File: src/design/ffs_pkg.sv
// ----------------------------------------------------------------------------
// Format specifier scanner package
// Shared constants, byte classes, scan phases and queue entry types.
// ----------------------------------------------------------------------------
package ffs_pkg;

  // Longest string that can be valid, and the position counter that covers it.
  localparam int unsigned MAX_LEN       = 4096;
  localparam int unsigned POS_W         = $clog2(MAX_LEN + 1);

  // Field widths of the channels.
  localparam int unsigned BYTE_W        = 8;
  localparam int unsigned SPAN_BEGIN_W  = 12;
  localparam int unsigned SPAN_FINISH_W = 13;
  localparam int unsigned CODE_W        = 3;
  localparam int unsigned DIGITS_W      = 7;

  // Scan arithmetic.
  localparam int unsigned DIGIT_W       = 4;
  localparam int unsigned RUN_W         = 8;
  localparam int unsigned RUN_LIMIT     = 128;
  localparam int unsigned RUN_CALC_W    = RUN_W + DIGIT_W;
  localparam int unsigned PREC_CALC_W   = DIGITS_W + DIGIT_W;
  localparam int unsigned COUNT_W       = 2;
  localparam int unsigned COUNT_SAT     = 2;

  // Queue between the classifier and the scanner.
  localparam int unsigned QUEUE_DEPTH   = 4;
  localparam int unsigned QPTR_W        = $clog2(QUEUE_DEPTH);
  localparam int unsigned QCNT_W        = $clog2(QUEUE_DEPTH + 1);

  // Configuration port.
  localparam int unsigned APB_ADDR_W    = 3;
  localparam int unsigned APB_DATA_W    = 32;
  localparam logic [DIGITS_W-1:0] MAX_DIGITS_RST = 7'd17;
  localparam logic [DIGITS_W-1:0] MIN_DIGITS_RST = 7'd6;

  // Characters the scanner recognizes.
  localparam logic [BYTE_W-1:0] CH_PERCENT = 8'h25;
  localparam logic [BYTE_W-1:0] CH_HASH    = 8'h23;
  localparam logic [BYTE_W-1:0] CH_MINUS   = 8'h2D;
  localparam logic [BYTE_W-1:0] CH_PLUS    = 8'h2B;
  localparam logic [BYTE_W-1:0] CH_SPACE   = 8'h20;
  localparam logic [BYTE_W-1:0] CH_PERIOD  = 8'h2E;
  localparam logic [BYTE_W-1:0] CH_ZERO    = 8'h30;
  localparam logic [BYTE_W-1:0] CH_NINE    = 8'h39;
  localparam logic [BYTE_W-1:0] CH_LC_E    = 8'h65;
  localparam logic [BYTE_W-1:0] CH_UC_E    = 8'h45;
  localparam logic [BYTE_W-1:0] CH_LC_F    = 8'h66;
  localparam logic [BYTE_W-1:0] CH_LC_G    = 8'h67;
  localparam logic [BYTE_W-1:0] CH_UC_G    = 8'h47;

  // Register indexes of the configuration port.
  typedef enum logic [0:0] {
    REG_MAX_DIGITS = 1'b0,
    REG_MIN_DIGITS = 1'b1
  } reg_idx_e;

  // Conversion letter codes.
  typedef enum logic [CODE_W-1:0] {
    CONV_LC_E = 3'd0,
    CONV_UC_E = 3'd1,
    CONV_LC_F = 3'd2,
    CONV_LC_G = 3'd3,
    CONV_UC_G = 3'd4
  } conv_e;

  // Scan phases.
  typedef enum logic [2:0] {
    PH_LIT   = 3'd0,
    PH_PCT   = 3'd1,
    PH_FLAGS = 3'd2,
    PH_WIDTH = 3'd3,
    PH_PREC  = 3'd4
  } phase_e;

  // What one byte is, as far as the scanner cares.
  typedef struct packed {
    logic                pct;
    logic                letter;
    logic                flag;
    logic                digit;
    logic                period;
    conv_e               code;
    logic [DIGIT_W-1:0]  dval;
  } byte_class_t;

  // One classified byte waiting for the scanner.
  typedef struct packed {
    byte_class_t         cls;
    logic                last;
    logic                too_long;
    logic [POS_W-1:0]    pos;
  } qentry_t;

  // Configuration register contents.
  typedef struct packed {
    logic [DIGITS_W-1:0] max_digits;
    logic [DIGITS_W-1:0] min_digits;
  } cfg_t;

  // Sort one byte into the classes above. A '0' is both a flag and a digit.
  function automatic byte_class_t classify(logic [BYTE_W-1:0] c);
    byte_class_t cls;
    cls        = '0;
    cls.code   = CONV_LC_E;
    cls.pct    = (c == CH_PERCENT);
    cls.flag   = (c == CH_MINUS) || (c == CH_PLUS) || (c == CH_ZERO) ||
                 (c == CH_SPACE) || (c == CH_HASH);
    cls.digit  = (c >= CH_ZERO) && (c <= CH_NINE);
    cls.period = (c == CH_PERIOD);
    cls.dval   = c[DIGIT_W-1:0];
    unique case (c)
      CH_LC_E: begin
        cls.letter = 1'b1;
        cls.code   = CONV_LC_E;
      end
      CH_UC_E: begin
        cls.letter = 1'b1;
        cls.code   = CONV_UC_E;
      end
      CH_LC_F: begin
        cls.letter = 1'b1;
        cls.code   = CONV_LC_F;
      end
      CH_LC_G: begin
        cls.letter = 1'b1;
        cls.code   = CONV_LC_G;
      end
      CH_UC_G: begin
        cls.letter = 1'b1;
        cls.code   = CONV_UC_G;
      end
      default: begin
        cls.letter = 1'b0;
      end
    endcase
    return cls;
  endfunction

endpackage

File: src/design/ffs_in_if.sv
// ----------------------------------------------------------------------------
// Format byte channel
// Valid/ready channel that carries one byte of a format string per transfer.
// ----------------------------------------------------------------------------
interface ffs_in_if;
  logic                        valid;
  logic                        ready;
  logic [ffs_pkg::BYTE_W-1:0]  format_byte;
  logic                        last_byte;

  modport source (output valid, output format_byte, output last_byte, input ready);
  modport sink (input valid, input format_byte, input last_byte, output ready);
  modport monitor (input valid, input ready, input format_byte, input last_byte);
endinterface

File: src/design/ffs_out_if.sv
// ----------------------------------------------------------------------------
// Scan result channel
// Valid/ready channel that carries one scan result per string.
// ----------------------------------------------------------------------------
interface ffs_out_if;
  logic                               valid;
  logic                               ready;
  logic                               valid_res;
  logic [ffs_pkg::SPAN_BEGIN_W-1:0]   span_begin;
  logic [ffs_pkg::SPAN_FINISH_W-1:0]  span_finish;
  logic [ffs_pkg::CODE_W-1:0]         conversion_code;
  logic                               precision_given;
  logic [ffs_pkg::DIGITS_W-1:0]       digits;
  logic                               oversize;

  modport source (
    output valid, output valid_res, output span_begin, output span_finish,
    output conversion_code, output precision_given, output digits, output oversize,
    input  ready
  );
  modport sink (
    input  valid, input valid_res, input span_begin, input span_finish,
    input  conversion_code, input precision_given, input digits, input oversize,
    output ready
  );
  modport monitor (
    input valid, input ready, input valid_res, input span_begin, input span_finish,
    input conversion_code, input precision_given, input digits, input oversize
  );
endinterface

File: src/design/float_format_specifier_scanner.sv
// ----------------------------------------------------------------------------
// Float format specifier scanner
// Byte-serial scanner that checks a printf-style string for exactly one
// floating conversion and reports its span, letter and precision.
// ----------------------------------------------------------------------------
// Usage:
//   in_i carries one byte of the format string per transfer, with last_byte
//   set on the final byte. Empty strings are not sent. out_o carries one
//   result per string, produced by the transfer of its last byte.
//   The APB port holds max_digits (address 0) and min_digits (address 4);
//   write them only while no string is in flight.
// Throughput and result path:
//   One byte is taken every cycle while the byte queue has room. The last
//   byte passes through the four-entry byte queue between the classifier and
//   the scanner state machine, and then fills the single result register once
//   the result slot is free; the result is then shown on out_o.
// Reset:
//   The scan restarts in the literal text phase, the queue and result slot
//   are emptied, and the registers return to 17 and 6.
// Stalls:
//   While a result waits on out_o, later non-last bytes are still scanned;
//   the next last byte waits in the queue, which then fills and drops ready.
// ----------------------------------------------------------------------------
module float_format_specifier_scanner (
  input  logic                              clk_i,
  input  logic                              rst_ni,
  ffs_in_if.sink                            in_i,
  ffs_out_if.source                         out_o,
  input  logic                              psel,
  input  logic                              penable,
  input  logic                              pwrite,
  input  logic [ffs_pkg::APB_ADDR_W-1:0]    paddr,
  input  logic [ffs_pkg::APB_DATA_W-1:0]    pwdata,
  output logic [ffs_pkg::APB_DATA_W-1:0]    prdata,
  output logic                              pready
);
  import ffs_pkg::*;

  cfg_t     cfg_q;
  reg_idx_e reg_idx;
  logic     cfg_wr;
  logic     q_push, q_full, q_pop, q_empty;
  qentry_t  q_wr_entry, q_rd_entry;

  // Configuration registers, decoded by word address.
  assign pready  = 1'b1;
  assign reg_idx = reg_idx_e'(paddr[APB_ADDR_W-1]);
  assign cfg_wr  = psel && penable && pwrite && pready;

  always_ff @(posedge clk_i or negedge rst_ni) begin
    if (!rst_ni) begin
      cfg_q.max_digits <= MAX_DIGITS_RST;
      cfg_q.min_digits <= MIN_DIGITS_RST;
    end else if (cfg_wr) begin
      unique case (reg_idx)
        REG_MAX_DIGITS: cfg_q.max_digits <= pwdata[DIGITS_W-1:0];
        REG_MIN_DIGITS: cfg_q.min_digits <= pwdata[DIGITS_W-1:0];
      endcase
    end
  end

  // Register read-back.
  always_comb begin
    unique case (reg_idx)
      REG_MAX_DIGITS: prdata = APB_DATA_W'(cfg_q.max_digits);
      REG_MIN_DIGITS: prdata = APB_DATA_W'(cfg_q.min_digits);
    endcase
  end

  // Classifier front end.
  ffs_front u_front (
    .clk_i     (clk_i),
    .rst_ni    (rst_ni),
    .in_i      (in_i),
    .q_full_i  (q_full),
    .q_push_o  (q_push),
    .q_entry_o (q_wr_entry)
  );

  // Byte queue.
  ffs_queue u_queue (
    .clk_i   (clk_i),
    .rst_ni  (rst_ni),
    .push_i  (q_push),
    .entry_i (q_wr_entry),
    .full_o  (q_full),
    .pop_i   (q_pop),
    .entry_o (q_rd_entry),
    .empty_o (q_empty)
  );

  // Scanner back end.
  ffs_back u_back (
    .clk_i     (clk_i),
    .rst_ni    (rst_ni),
    .q_empty_i (q_empty),
    .q_entry_i (q_rd_entry),
    .q_pop_o   (q_pop),
    .cfg_i     (cfg_q),
    .out_o     (out_o)
  );

endmodule

File: src/design/ffs_front.sv
// ----------------------------------------------------------------------------
// Format scanner front end
// Accepts bytes, classifies them, tracks the byte position within the
// string and pushes each classified byte into the queue.
// ----------------------------------------------------------------------------
module ffs_front (
  input  logic             clk_i,
  input  logic             rst_ni,
  ffs_in_if.sink           in_i,
  input  logic             q_full_i,
  output logic             q_push_o,
  output ffs_pkg::qentry_t q_entry_o
);
  import ffs_pkg::*;

  logic [POS_W-1:0] pos_q, pos_d;
  logic             too_long;

  // A byte is taken whenever the queue has room.
  assign in_i.ready = !q_full_i;
  assign q_push_o   = in_i.valid && in_i.ready;

  // Bytes at or beyond the length limit make the string invalid.
  assign too_long = (pos_q >= POS_W'(MAX_LEN));

  // Position counter saturates at the limit and restarts after the last byte.
  always_comb begin
    pos_d = pos_q;
    if (q_push_o) begin
      if (in_i.last_byte) begin
        pos_d = '0;
      end else if (!too_long) begin
        pos_d = pos_q + POS_W'(1);
      end
    end
  end

  always_ff @(posedge clk_i or negedge rst_ni) begin
    if (!rst_ni) begin
      pos_q <= '0;
    end else begin
      pos_q <= pos_d;
    end
  end

  // Queue entry for the scanner.
  always_comb begin
    q_entry_o.cls      = classify(in_i.format_byte);
    q_entry_o.last     = in_i.last_byte;
    q_entry_o.too_long = too_long;
    q_entry_o.pos      = pos_q;
  end

endmodule

File: src/design/ffs_queue.sv
// ----------------------------------------------------------------------------
// Format scanner queue
// Small first-in first-out buffer of classified bytes between the front
// end and the scanner.
// ----------------------------------------------------------------------------
module ffs_queue (
  input  logic             clk_i,
  input  logic             rst_ni,
  input  logic             push_i,
  input  ffs_pkg::qentry_t entry_i,
  output logic             full_o,
  input  logic             pop_i,
  output ffs_pkg::qentry_t entry_o,
  output logic             empty_o
);
  import ffs_pkg::*;

  qentry_t            mem_q [QUEUE_DEPTH];
  logic [QPTR_W-1:0]  wr_ptr_q, wr_ptr_d;
  logic [QPTR_W-1:0]  rd_ptr_q, rd_ptr_d;
  logic [QCNT_W-1:0]  cnt_q, cnt_d;
  logic               do_push, do_pop;

  assign full_o  = (cnt_q == QCNT_W'(QUEUE_DEPTH));
  assign empty_o = (cnt_q == '0);
  assign do_push = push_i && !full_o;
  assign do_pop  = pop_i && !empty_o;
  assign entry_o = mem_q[rd_ptr_q];

  // Pointer and fill count update.
  always_comb begin
    wr_ptr_d = do_push ? wr_ptr_q + QPTR_W'(1) : wr_ptr_q;
    rd_ptr_d = do_pop  ? rd_ptr_q + QPTR_W'(1) : rd_ptr_q;
    cnt_d    = cnt_q;
    if (do_push && !do_pop) begin
      cnt_d = cnt_q + QCNT_W'(1);
    end else if (do_pop && !do_push) begin
      cnt_d = cnt_q - QCNT_W'(1);
    end
  end

  always_ff @(posedge clk_i or negedge rst_ni) begin
    if (!rst_ni) begin
      wr_ptr_q <= '0;
      rd_ptr_q <= '0;
      cnt_q    <= '0;
    end else begin
      wr_ptr_q <= wr_ptr_d;
      rd_ptr_q <= rd_ptr_d;
      cnt_q    <= cnt_d;
    end
  end

  // Entry storage.
  always_ff @(posedge clk_i) begin
    if (do_push) begin
      mem_q[wr_ptr_q] <= entry_i;
    end
  end

endmodule

File: src/design/ffs_back.sv
// ----------------------------------------------------------------------------
// Format scanner back end
// Runs the specifier state machine over classified bytes, keeps the data
// of the first conversion and registers one result per string.
// ----------------------------------------------------------------------------
module ffs_back (
  input  logic             clk_i,
  input  logic             rst_ni,
  input  logic             q_empty_i,
  input  ffs_pkg::qentry_t q_entry_i,
  output logic             q_pop_o,
  input  ffs_pkg::cfg_t    cfg_i,
  ffs_out_if.source        out_o
);
  import ffs_pkg::*;

  // Scan state.
  phase_e                    phase_q, phase_d, phase_nx, phase_eff;
  logic [COUNT_W-1:0]        count_q, count_nx;
  logic                      err_q, err_nx;
  logic [SPAN_BEGIN_W-1:0]   begin_q, begin_nx;
  logic [SPAN_FINISH_W-1:0]  finish_q, finish_nx;
  conv_e                     code_q, code_nx;
  logic [DIGITS_W-1:0]       prec_q, prec_nx;
  logic                      period_q, period_nx;
  logic [RUN_W-1:0]          run_q, run_nx;
  logic                      ovs_q, ovs_nx;

  // Per-byte decode.
  byte_class_t               cls;
  logic                      bad;
  logic                      pair;
  logic                      body;
  logic                      first;
  logic [RUN_CALC_W-1:0]     run_calc;
  logic                      run_sat;
  logic [PREC_CALC_W-1:0]    prec_calc;
  logic                      res_valid;

  // Output register.
  logic                      slot_free;
  logic                      out_valid_q, out_valid_d;
  logic                      res_valid_q;
  logic [SPAN_BEGIN_W-1:0]   res_begin_q;
  logic [SPAN_FINISH_W-1:0]  res_finish_q;
  logic [CODE_W-1:0]         res_code_q;
  logic                      res_period_q;
  logic [DIGITS_W-1:0]       res_digits_q;
  logic                      res_ovs_q;

  assign cls = q_entry_i.cls;

  // Non-last bytes never wait; the last byte waits for a free result slot.
  assign slot_free = !out_valid_q || out_o.ready;
  assign q_pop_o   = !q_empty_i && (!q_entry_i.last || slot_free);

  // Next phase of the specifier state machine.
  always_comb begin
    phase_eff = (phase_q == PH_PCT) ? PH_FLAGS : phase_q;
    phase_nx  = phase_q;
    bad       = 1'b0;
    unique case (phase_q)
      PH_LIT: begin
        if (cls.pct) begin
          phase_nx = PH_PCT;
        end
      end
      default: begin
        priority if (phase_q == PH_PCT && cls.pct) begin
          phase_nx = PH_LIT;
        end else if (cls.letter) begin
          phase_nx = PH_LIT;
        end else if (phase_eff == PH_FLAGS && cls.flag) begin
          phase_nx = PH_FLAGS;
        end else if ((phase_eff == PH_FLAGS || phase_eff == PH_WIDTH) && cls.digit) begin
          phase_nx = PH_WIDTH;
        end else if ((phase_eff == PH_FLAGS || phase_eff == PH_WIDTH) && cls.period) begin
          phase_nx = PH_PREC;
        end else if (phase_eff == PH_PREC && cls.digit) begin
          phase_nx = PH_PREC;
        end else begin
          phase_nx = PH_LIT;
          bad      = 1'b1;
        end
      end
    endcase
    phase_d = q_pop_o ? (q_entry_i.last ? PH_LIT : phase_nx) : phase_q;
  end

  // Digit accumulators: run*10+d and precision*10+d.
  always_comb begin
    run_calc  = (RUN_CALC_W'(run_q) << 3) + (RUN_CALC_W'(run_q) << 1) +
                RUN_CALC_W'(cls.dval);
    run_sat   = (run_calc >= RUN_CALC_W'(RUN_LIMIT));
    prec_calc = (PREC_CALC_W'(prec_q) << 3) + (PREC_CALC_W'(prec_q) << 1) +
                PREC_CALC_W'(cls.dval);
  end

  // Data kept for the first conversion, and the string verdict.
  always_comb begin
    pair      = (phase_q == PH_PCT) && cls.pct;
    body      = (phase_q != PH_LIT) && !pair;
    first     = (count_q == '0);
    count_nx  = count_q;
    begin_nx  = begin_q;
    finish_nx = finish_q;
    code_nx   = code_q;
    prec_nx   = prec_q;
    period_nx = period_q;
    run_nx    = run_q;
    ovs_nx    = ovs_q;
    err_nx    = err_q || q_entry_i.too_long || bad;

    // A percent sign opens a conversion candidate.
    if (phase_q == PH_LIT && cls.pct && first) begin
      begin_nx  = q_entry_i.pos[SPAN_BEGIN_W-1:0];
      prec_nx   = '0;
      period_nx = 1'b0;
      run_nx    = '0;
      ovs_nx    = 1'b0;
    end

    // Track the current run of decimal digits.
    if (body && first) begin
      if (cls.digit) begin
        run_nx = run_sat ? RUN_W'(RUN_LIMIT) : run_calc[RUN_W-1:0];
        ovs_nx = ovs_q || run_sat;
      end else begin
        run_nx = '0;
      end
    end

    // A conversion letter closes the conversion.
    if (body && cls.letter) begin
      if (first) begin
        finish_nx = SPAN_FINISH_W'(q_entry_i.pos) + SPAN_FINISH_W'(1);
        code_nx   = cls.code;
      end
      if (count_q != COUNT_W'(COUNT_SAT)) begin
        count_nx = count_q + COUNT_W'(1);
      end
    end

    // The period opens the precision.
    if (body && first && cls.period &&
        (phase_eff == PH_FLAGS || phase_eff == PH_WIDTH)) begin
      period_nx = 1'b1;
    end

    // Precision digits saturate at the ceiling.
    if (body && first && cls.digit && phase_eff == PH_PREC) begin
      prec_nx = (prec_calc < PREC_CALC_W'(cfg_i.max_digits)) ?
                prec_calc[DIGITS_W-1:0] : cfg_i.max_digits;
    end

    res_valid = !err_nx && (phase_nx == PH_LIT) && (count_nx == COUNT_W'(1));
  end

  // Scan state registers; the last byte of a string restarts the scan.
  always_ff @(posedge clk_i or negedge rst_ni) begin
    if (!rst_ni) begin
      phase_q  <= PH_LIT;
      count_q  <= '0;
      err_q    <= 1'b0;
      begin_q  <= '0;
      finish_q <= '0;
      code_q   <= CONV_LC_E;
      prec_q   <= '0;
      period_q <= 1'b0;
      run_q    <= '0;
      ovs_q    <= 1'b0;
    end else begin
      phase_q <= phase_d;
      if (q_pop_o) begin
        if (q_entry_i.last) begin
          count_q  <= '0;
          err_q    <= 1'b0;
          begin_q  <= '0;
          finish_q <= '0;
          code_q   <= CONV_LC_E;
          prec_q   <= '0;
          period_q <= 1'b0;
          run_q    <= '0;
          ovs_q    <= 1'b0;
        end else begin
          count_q  <= count_nx;
          err_q    <= err_nx;
          begin_q  <= begin_nx;
          finish_q <= finish_nx;
          code_q   <= code_nx;
          prec_q   <= prec_nx;
          period_q <= period_nx;
          run_q    <= run_nx;
          ovs_q    <= ovs_nx;
        end
      end
    end
  end

  // Result slot: filled on the last byte, emptied by an output transfer.
  always_comb begin
    out_valid_d = out_valid_q;
    if (q_pop_o && q_entry_i.last) begin
      out_valid_d = 1'b1;
    end else if (out_o.ready) begin
      out_valid_d = 1'b0;
    end
  end

  always_ff @(posedge clk_i or negedge rst_ni) begin
    if (!rst_ni) begin
      out_valid_q <= 1'b0;
    end else begin
      out_valid_q <= out_valid_d;
    end
  end

  // Result payload; an invalid string reports zeros and the default digits.
  always_ff @(posedge clk_i) begin
    if (q_pop_o && q_entry_i.last) begin
      res_valid_q  <= res_valid;
      res_begin_q  <= res_valid ? begin_nx : '0;
      res_finish_q <= res_valid ? finish_nx : '0;
      res_code_q   <= res_valid ? code_nx : CONV_LC_E;
      res_period_q <= res_valid && period_nx;
      res_digits_q <= (res_valid && period_nx) ? prec_nx : cfg_i.min_digits;
      res_ovs_q    <= res_valid && ovs_nx;
    end
  end

  assign out_o.valid           = out_valid_q;
  assign out_o.valid_res       = res_valid_q;
  assign out_o.span_begin      = res_begin_q;
  assign out_o.span_finish     = res_finish_q;
  assign out_o.conversion_code = res_code_q;
  assign out_o.precision_given = res_period_q;
  assign out_o.digits          = res_digits_q;
  assign out_o.oversize        = res_ovs_q;

endmodule

File: src/flat_wrapper.sv
// flat-port wrapper written by rule: the top's interface ports become plain ports
module float_format_specifier_scanner_flat import ffs_pkg::*;
  (clk_i, rst_ni, psel, penable, pwrite, paddr, pwdata, prdata, pready, in_i_valid, in_i_format_byte, in_i_last_byte, in_i_ready, out_o_valid, out_o_valid_res, out_o_span_begin, out_o_span_finish, out_o_conversion_code, out_o_precision_given, out_o_digits, out_o_oversize, out_o_ready);
  ffs_in_if in_i_i ();
  ffs_out_if out_o_i ();
  input  logic clk_i;
  input  logic rst_ni;
  input  logic psel;
  input  logic penable;
  input  logic pwrite;
  input  logic [ffs_pkg::APB_ADDR_W-1:0] paddr;
  input  logic [ffs_pkg::APB_DATA_W-1:0] pwdata;
  output logic [ffs_pkg::APB_DATA_W-1:0] prdata;
  output logic pready;
  input wire logic [$bits(in_i_i.valid)-1:0] in_i_valid;
  input wire logic [$bits(in_i_i.format_byte)-1:0] in_i_format_byte;
  input wire logic [$bits(in_i_i.last_byte)-1:0] in_i_last_byte;
  output wire logic [$bits(in_i_i.ready)-1:0] in_i_ready;
  output wire logic [$bits(out_o_i.valid)-1:0] out_o_valid;
  output wire logic [$bits(out_o_i.valid_res)-1:0] out_o_valid_res;
  output wire logic [$bits(out_o_i.span_begin)-1:0] out_o_span_begin;
  output wire logic [$bits(out_o_i.span_finish)-1:0] out_o_span_finish;
  output wire logic [$bits(out_o_i.conversion_code)-1:0] out_o_conversion_code;
  output wire logic [$bits(out_o_i.precision_given)-1:0] out_o_precision_given;
  output wire logic [$bits(out_o_i.digits)-1:0] out_o_digits;
  output wire logic [$bits(out_o_i.oversize)-1:0] out_o_oversize;
  input wire logic [$bits(out_o_i.ready)-1:0] out_o_ready;
  assign in_i_i.valid = in_i_valid;
  assign in_i_i.format_byte = in_i_format_byte;
  assign in_i_i.last_byte = in_i_last_byte;
  assign in_i_ready = in_i_i.ready;
  assign out_o_valid = out_o_i.valid;
  assign out_o_valid_res = out_o_i.valid_res;
  assign out_o_span_begin = out_o_i.span_begin;
  assign out_o_span_finish = out_o_i.span_finish;
  assign out_o_conversion_code = out_o_i.conversion_code;
  assign out_o_precision_given = out_o_i.precision_given;
  assign out_o_digits = out_o_i.digits;
  assign out_o_oversize = out_o_i.oversize;
  assign out_o_i.ready = out_o_ready;
  float_format_specifier_scanner u_core (.clk_i(clk_i), .rst_ni(rst_ni), .in_i(in_i_i), .out_o(out_o_i), .psel(psel), .penable(penable), .pwrite(pwrite), .paddr(paddr), .pwdata(pwdata), .prdata(prdata), .pready(pready));
endmodule
File: config.mk
export PLATFORM = sky130hd
export DESIGN_NAME = float_format_specifier_scanner_flat
export DESIGN_NICKNAME = d
export VERILOG_FILES = /design/src/design/ffs_pkg.sv /design/src/design/ffs_in_if.sv /design/src/design/ffs_out_if.sv /design/src/design/float_format_specifier_scanner.sv /design/src/design/ffs_front.sv /design/src/design/ffs_queue.sv /design/src/design/ffs_back.sv /design/src/flat_wrapper.sv
export SDC_FILE = /design/constraint.sdc
export NUM_CORES = 1
export LEC_CHECK = 0
export BUFFER_PORTS_ARGS = -buffer_cell sky130_fd_sc_hd__buf_2
export CAP_MARGIN = 20
export CORE_ASPECT_RATIO = 0.5
export CORE_MARGIN = 8
export CORE_UTILIZATION = 25
export DETAILED_ROUTE_END_ITERATION = 7
export GPL_ROUTABILITY_DRIVEN = 0
export GPL_TIMING_DRIVEN = 0
export SYNTH_ARGS = -nofsm -noshare
export SYNTH_HDL_FRONTEND = slang
export SYNTH_SLANG_ARGS = --single-unit
File: constraint.sdc
create_clock -name clk_i -period 6.4 [get_ports clk_i]
set_clock_uncertainty 0.05 [all_clocks]
set_input_delay 0.32 -clock clk_i [delete_from_list [all_inputs] [get_ports clk_i]]
set_output_delay 0.32 -clock clk_i [all_outputs]
set_load 0.01 [all_outputs]
======== After elaboration in Yosys (flattened, before gate mapping) ========
Memory sizes are Yosys's and may differ from the RTL's.
Index checks and enable logic that the tools add are counted.
storage, ports and cells
  memories kept ........................... 1
  logic and storage cells ................. 178
  memory bits (writable) .................. 108
  output and inout port bits .............. 73
  register bits after elaboration ......... 124
  input bits .............................. 51
cells by class
  reduce and logical (&&, ||, !) cells .... 59
  equality and inequality tests ........... 20
  multiplexer cells ....................... 57
  $add $sub $neg .......................... 11
  bitwise logic cells ..................... 1
  $lt $le $gt $ge ......................... 5
memory list
  memory                words  bits a word  read ports  clocked after memory_dff  write ports  line             text
  u_core.u_queue.mem_q  4      27           1           0                         1            ffs_queue.sv:18  qentry_t mem_q [QUEUE_DEPTH];
operators by type and width
  cell                     count
  $mux W13                 5
  $pmux W32 S2             1
  $eq A8 B6 Y1 const B     7
  $mux W3                  15
  $eq A8 B7 Y1 const B     5
  $mux W8                  5
  $mux W7                  5
  $logic_and A1 B1 Y1      28
  $add A13 B1 Y13 const B  2
  $mux W12                 2
  $mux W1                  20
  $ge A13 B13 Y1 const B   1
  $add A11 B9 Y12          1
  $add A12 B4 Y12          1
  $ge A12 B8 Y1 const B    1
  $pmux W3 S4              1
  $add A10 B8 Y11          1
  $add A11 B4 Y11          1
  $lt A11 B7 Y1            1
  $logic_or A1 B1 Y1       10
  $logic_not A3 Y1         3
  $ge A8 B6 Y1 const B     1
  $le A8 B6 Y1 const B     1
  $logic_not A1 Y1         8
  15 further kinds         27

======== Depth between registers and ports, before layout ========
  depth after elaboration ................. 17
  mapped depth ............................ 21
  gate-level depth less buffers ........... 16

======== By module ========
From an unflattened synthesis, not the netlist that was laid out.
second synthesis, totals
  cells, all modules ...................... 892
  area, all modules ....................... 11339.6 um^2
by module, submodules not included
  module                          instances  cells an instance  area each (um^2)
  ffs_back                        1          531                5241.3
  ffs_queue                       1          177                4327.9
  ffs_front                       1          118                928.4
  float_format_specifier_scanner  1          66                 842.1

======== Worst setup path after synthesis ========
Ideal clock, no wire load.
  path kind ............................... reg2reg
  start ................................... register u_core.u_queue.rd_ptr_q[0]
  end ..................................... register u_core.u_back.res_digits_q[5], in the netlist u_core.u_back.out_o.digits[5], data pin
  stages on the path, launching flop included .. 19
  required time ........................... 6.198 ns
  arrival time ............................ 4.837 ns
  clock period less this slack ............ 5.038 ns
  library setup time ...................... 0.152 ns
  path slack .............................. 1.362 ns
  path through ............................ dfrtp_1 -> buf_4 -> buf_6 -> buf_6 -> buf_2 -> mux4_2 -> inv_1 -> fa_1 -> fa_1 -> inv_1 -> a21o_1 -> a21oi_1 -> xnor2_1 -> ha_1 -> a211oi_1 -> nand4_1 -> nor3_4 -> mux2_2 -> a31oi_1
between the ends
  cells in the longest elaborated chain, start to end .. 15
  elaborated cells between the ends (all ways) .. 48
ends and longest elaborated chain
  item                                                                      line             text
  from (decl)                                                               ffs_queue.sv:20  logic [QPTR_W-1:0] rd_ptr_q, rd_ptr_d;
  from (signal assigned)                                                    ffs_queue.sv:49  rd_ptr_q <= rd_ptr_d;
  $mem_v2 Z4 W27 (*)                                                        -
  parallel branches: the longest is 13 deep, another holds $add A11 B4 Y11  -
  $mux W7 (*)                                                               ffs_back.sv:226  res_digits_q <= (res_valid && period_nx) ? prec_nx : cfg_i.min_digits;
  to (signal assigned)                                                      ffs_back.sv:226
  to (decl)                                                                 ffs_back.sv:48   logic [DIGITS_W-1:0] res_digits_q;
Mark *: on every way between the ends.
A chain may end at the register's enable or synchronous reset.

======== Final worst setup path ========
Same ends and word-level chain as after synthesis.

==> summary.txt <==
Route
  – Via count: 7143
  – Avg Vias per Cell: roughly 4.5
  – Post-route ant nets: 0
  – WL final: 26.0 mm
  – Detailed Routing Iterations Pass 1: 5
  – Number of DRC markers in iteration 0: between 500 and 600
  – # DRC: 0
  – WL/cell: 16.5 um

Logic synthesis
  – Top cell type's share of synthesized area: around two fifths
  – Seq/Total Area, Yosys: 59.2%
  – Distinct cells, synth: 75
  – Syn Area/Cell: approximately 13 um2
  – FFs w/ async S/R, synth: approximately 37%
  – Post-Synthesis Cell Area: between 10000 and 15000 um2
  – Main synth FF type: edfxtp_1
  – Most area-hungry cell type in the Yosys netlist: edfxtp_1
  – Top post-synthesis cells by area: edfxtp_1 (40%), dfrtp_1 (19%), mux4_2 (5.5%)
  – Post-synth EDFFs: 146
  – Mapped Cells: between 800 and 900
  – Seq cells post-synth: 232
  – Yosys warning total: 0

Setup path
  – Critical-path top delay cell: nor3_4
  – Critical Path AT: 6320 ps
  – Worst Setup End Kind: flop
  – Worst path cell trace: buf_4 -> buf_6 -> buf_6 -> buf_2 -> mux4_2 -> inv_1 -> fa_1 -> fa_1 -> inv_1 -> a21o_1 -> a21oi_1 -> xnor2_1 -> ha_1 -> nand4_1 -> o22a_1 -> nand4_1 -> nor3_4 -> mux2_2 -> a31oi_1
  – CP Buf/Inv Count: 6
  – Launch point of the worst reg-to-reg path: u_core.u_queue.rd_ptr_q[0]$_DFFE_PN0P_
  – Worst setup SP type: flop
  – Crit path max fanout: 10
  – Crit path max-delay family: adder cells
  – Cell count of the worst reg-to-reg path: 19
  – Worst r2r dst: u_core.u_back.out_o.digits[5]$_DFFE_PP_
  – CP Class: reg2reg
  – CP required: 6730 ps
  – Crit-path max cell delay: 630 ps
  – R2r setup slk: approximately 400 ps

Pwr
  – Peak supply drop: 219 uV
  – Net Switching: just over 0.002 W
  – Static Leakage: roughly 5.3 nW
  – Power density cells: 430 nW/um2
  – Pint: 0.00364 W
  – Logic pwr share: 36.1%
  – Switching share of power: between 30% and 40%
  – Clk pwr share: 24.6%
  – Flop pwr share: 39.3%

Finish
  – Multi-input logic area: 4070 um2
  – Fillers: approximately 4.4k
  – Commonest non-fill, non-tap cells in the layout: edfxtp_1 (146), nand2_1 (84), dfrtp_1 (82)
  – Layout cells sized above 1: 22.4%
  – Fin util: 30.3%
  – Layout Nets: 1067
  – Area Growth Syn to Fin: 19.4%
  – Register area: approximately 6500 um2
  – Most common cell after layout, fill and taps aside: edfxtp_1

Floorplanning
  – Starting Density: 25.3%
  – Die ar.: 51600 um2
  – Site row count: 54
  – DIE HEIGHT: 165 um
  – # IOs: 124
  – Die Width: 313 um
  – Core ar.: 43600 um2

Clock tree
  – Clk buf depth: 3
  – CTS tree: done
  – Worst-path clk slew: around 60 ps
  – CTS buffer count: 24
  – Root buf cell: clkbuf_16
  – Postcts setup bufs: 0
  – Clk_lat worst skew: 530 ps
  – Clock tree sinks: between 200 and 250
  – Htree depth: 1
  – Cts repair resizes: 0

Global route
  – First-pass GRT wire length: 40.9 mm
  – Total grt overflow: 0
  – GRT Overall Usage: 9.81%
  – Largest net degree at the start of global routing: 69
  – Initial antenna violation count: 2
  – Vias in the first global route: 7295

Worst hold path
  – HP Start: in_i_format_byte[0]
  – Hold Crit Depth: 1
  – WHS Endpoint: u_core.u_queue.mem_q[0][15]$_DFFE_PP_
  – Hold crit path type: in2reg

Run
  – Max Cap Viol: 0

STA
  – Fmax: 167 MHz
  – Setup TNS: 0 ps
  – RSZ-0062 raised after global routing: false
  – Worst hold-check slack: 75.2 ps
  – Final worst setup slack: 409 ps
  – Final clock period utilization by the worst path: 93.6%
  – Minimum clock period: 5990 ps
  – Final hold vios: 0
  – Worst Tran Pin Value: 744 ps
  – Slew Limit Fails: 0
  – Slew margin rel.: 50.4%
  – Final setup viols: 0

Placement
  – Dpl hpwl: approximately 19 mm
  – Worst slack, placed: approximately 430 ps
  – Buffers on Ports: 70

Outcome
  – Outcome: finished, final reports clean
-- how the worst max path moves through the flow --
| stage | startpoint | endpoint | cells after the start |
|---|---|---|---|
| final | u_core.u_queue.rd_ptr_q[0]$_DFFE_PN0P_ | u_core.u_back.out_o.digits[5]$_DFFE_PP_ | 19 |
| after global routing | u_core.u_queue.rd_ptr_q[0]$_DFFE_PN0P_ | u_core.u_back.out_o.digits[5]$_DFFE_PP_ | 19 |
| after CTS | u_core.u_queue.rd_ptr_q[0]$_DFFE_PN0P_ | u_core.u_back.out_o.digits[5]$_DFFE_PP_ | 19 |
| after detailed placement | u_core.u_queue.rd_ptr_q[0]$_DFFE_PN0P_ | u_core.u_back.out_o.digits[5]$_DFFE_PP_ | 19 |
| after global placement | u_core.u_queue.rd_ptr_q[0]$_DFFE_PN0P_ | u_core.u_back.out_o.digits[5]$_DFFE_PP_ | 19 |
| after floorplan | u_core.u_queue.rd_ptr_q[0]$_DFFE_PN0P_ | u_core.u_back.out_o.digits[5]$_DFFE_PP_ | 18 |
-- cell type report --
class | count | area share [%]
Sequential cell | 232 | 49.6
Multi-Input combinational cell | 530 | 30.9
Tap cell | 588 | 5.58
Clock buffer | 35 | 5.09
Timing Repair Buffer | 83 | 3.87
Buffer | 62 | 3.05
Inverter | 35 | 0.996
Clock inverter | 9 | 0.920
Antenna cell | 2 | 0.0380
-- registers in the layout, indices dropped and copies added, names as in the netlist, 7 cells and up --
| name | flops |
|---|---|
| u_core.u_back.begin_q | 12 |
| u_core.u_back.out_o.span_begin | 12 |
| u_core.u_front.pos_q | 13 |
| u_core.u_back.prec_q | 7 |
| u_core.u_back.out_o.span_finish | 13 |
| u_core.u_queue.mem_q | 108 |
| u_core.u_back.out_o.digits | 7 |
| u_core.u_back.run_q | 8 |
| u_core.u_back.finish_q | 13 |
| u_core.cfg_q | 14 |
-- synthesized netlist by cell type, drive strengths merged (19+ instances only) --
library cell,count
edfxtp,146
nand2,84
dfrtp,82
buf,45
o21ai,45
ha,43
a21oi,37
inv,35
nor2,32
mux4,27
a22o,24
and2,19
mux2,19
-- through the flow --
stage	total power [W]	cell area [um2]	std cells
6_report	0.00567	13200	1576
5_1_grt	0.00599	13200	1576
4_1_cts	0.00572	13200	1574
3_5_place_dp	0.00431	12300	1519
3_3_place_gp	0.00422	12200	1517
2_1_floorplan	0.00358	11100	859
-- worst register-to-register path, cell delays in order, from the launching register on --
cell and delay [ps]:
dfrtp_1 320, buf_4 180, buf_6 210, buf_6 220, buf_2 380, mux4_2 570
inv_1 160, fa_1 480, fa_1 480, inv_1 70, a21o_1 140, a21oi_1 90
xnor2_1 290, ha_1 330, nand4_1 170, o22a_1 170, nand4_1 340, nor3_4 630
mux2_2 400, a31oi_1 150
-- cells by family after synthesis --
family | share of synthesized area (%)
AO/OA/AOI/OAI | 9.49
XOR/XNOR | 2.30
adder cells (fa/ha/maj) | 5.87
buffers and inverters | 4.83
flip-flops | 59.2
multiplexers | 8.81
other | 0.0680
AND/OR/NAND/NOR | 9.40
-- power groups by stage --
stage / registers [W] / logic (W) / clock network (W)
2_1_floorplan: 0.00229 / 0.00130 / 0
3_3_place_gp: 0.00226 / 0.00197 / 0
3_5_place_dp: 0.00226 / 0.00206 / 0
4_1_cts: 0.00223 / 0.00206 / 0.00142
5_1_grt: 0.00227 / 0.00224 / 0.00148
6_report: 0.00223 / 0.00205 / 0.00139
-- repair_timing --
action / 4_1_cts / 5_1_grt
endpoints found under the setup margin: 0 / 0
endpoints found under the hold margin: 45 / 0
hold buffers: 11 / 0
-- per-layer routing --
metal | vias to the layer above | GRT usage, % | share of wire [%] | wire (um)
met4 | 0 | 3.64 | 3.0 | 784
li1 | 3324 | - | - | -
met2 | 206 | 18.2 | 52 | 13400
met5 | - | 0 | 0 | 0
met3 | 53 | 1.39 | 4.3 | 1120
met1 | 3560 | 11.6 | 41 | 10600
(Power assumes the default switching activity.)
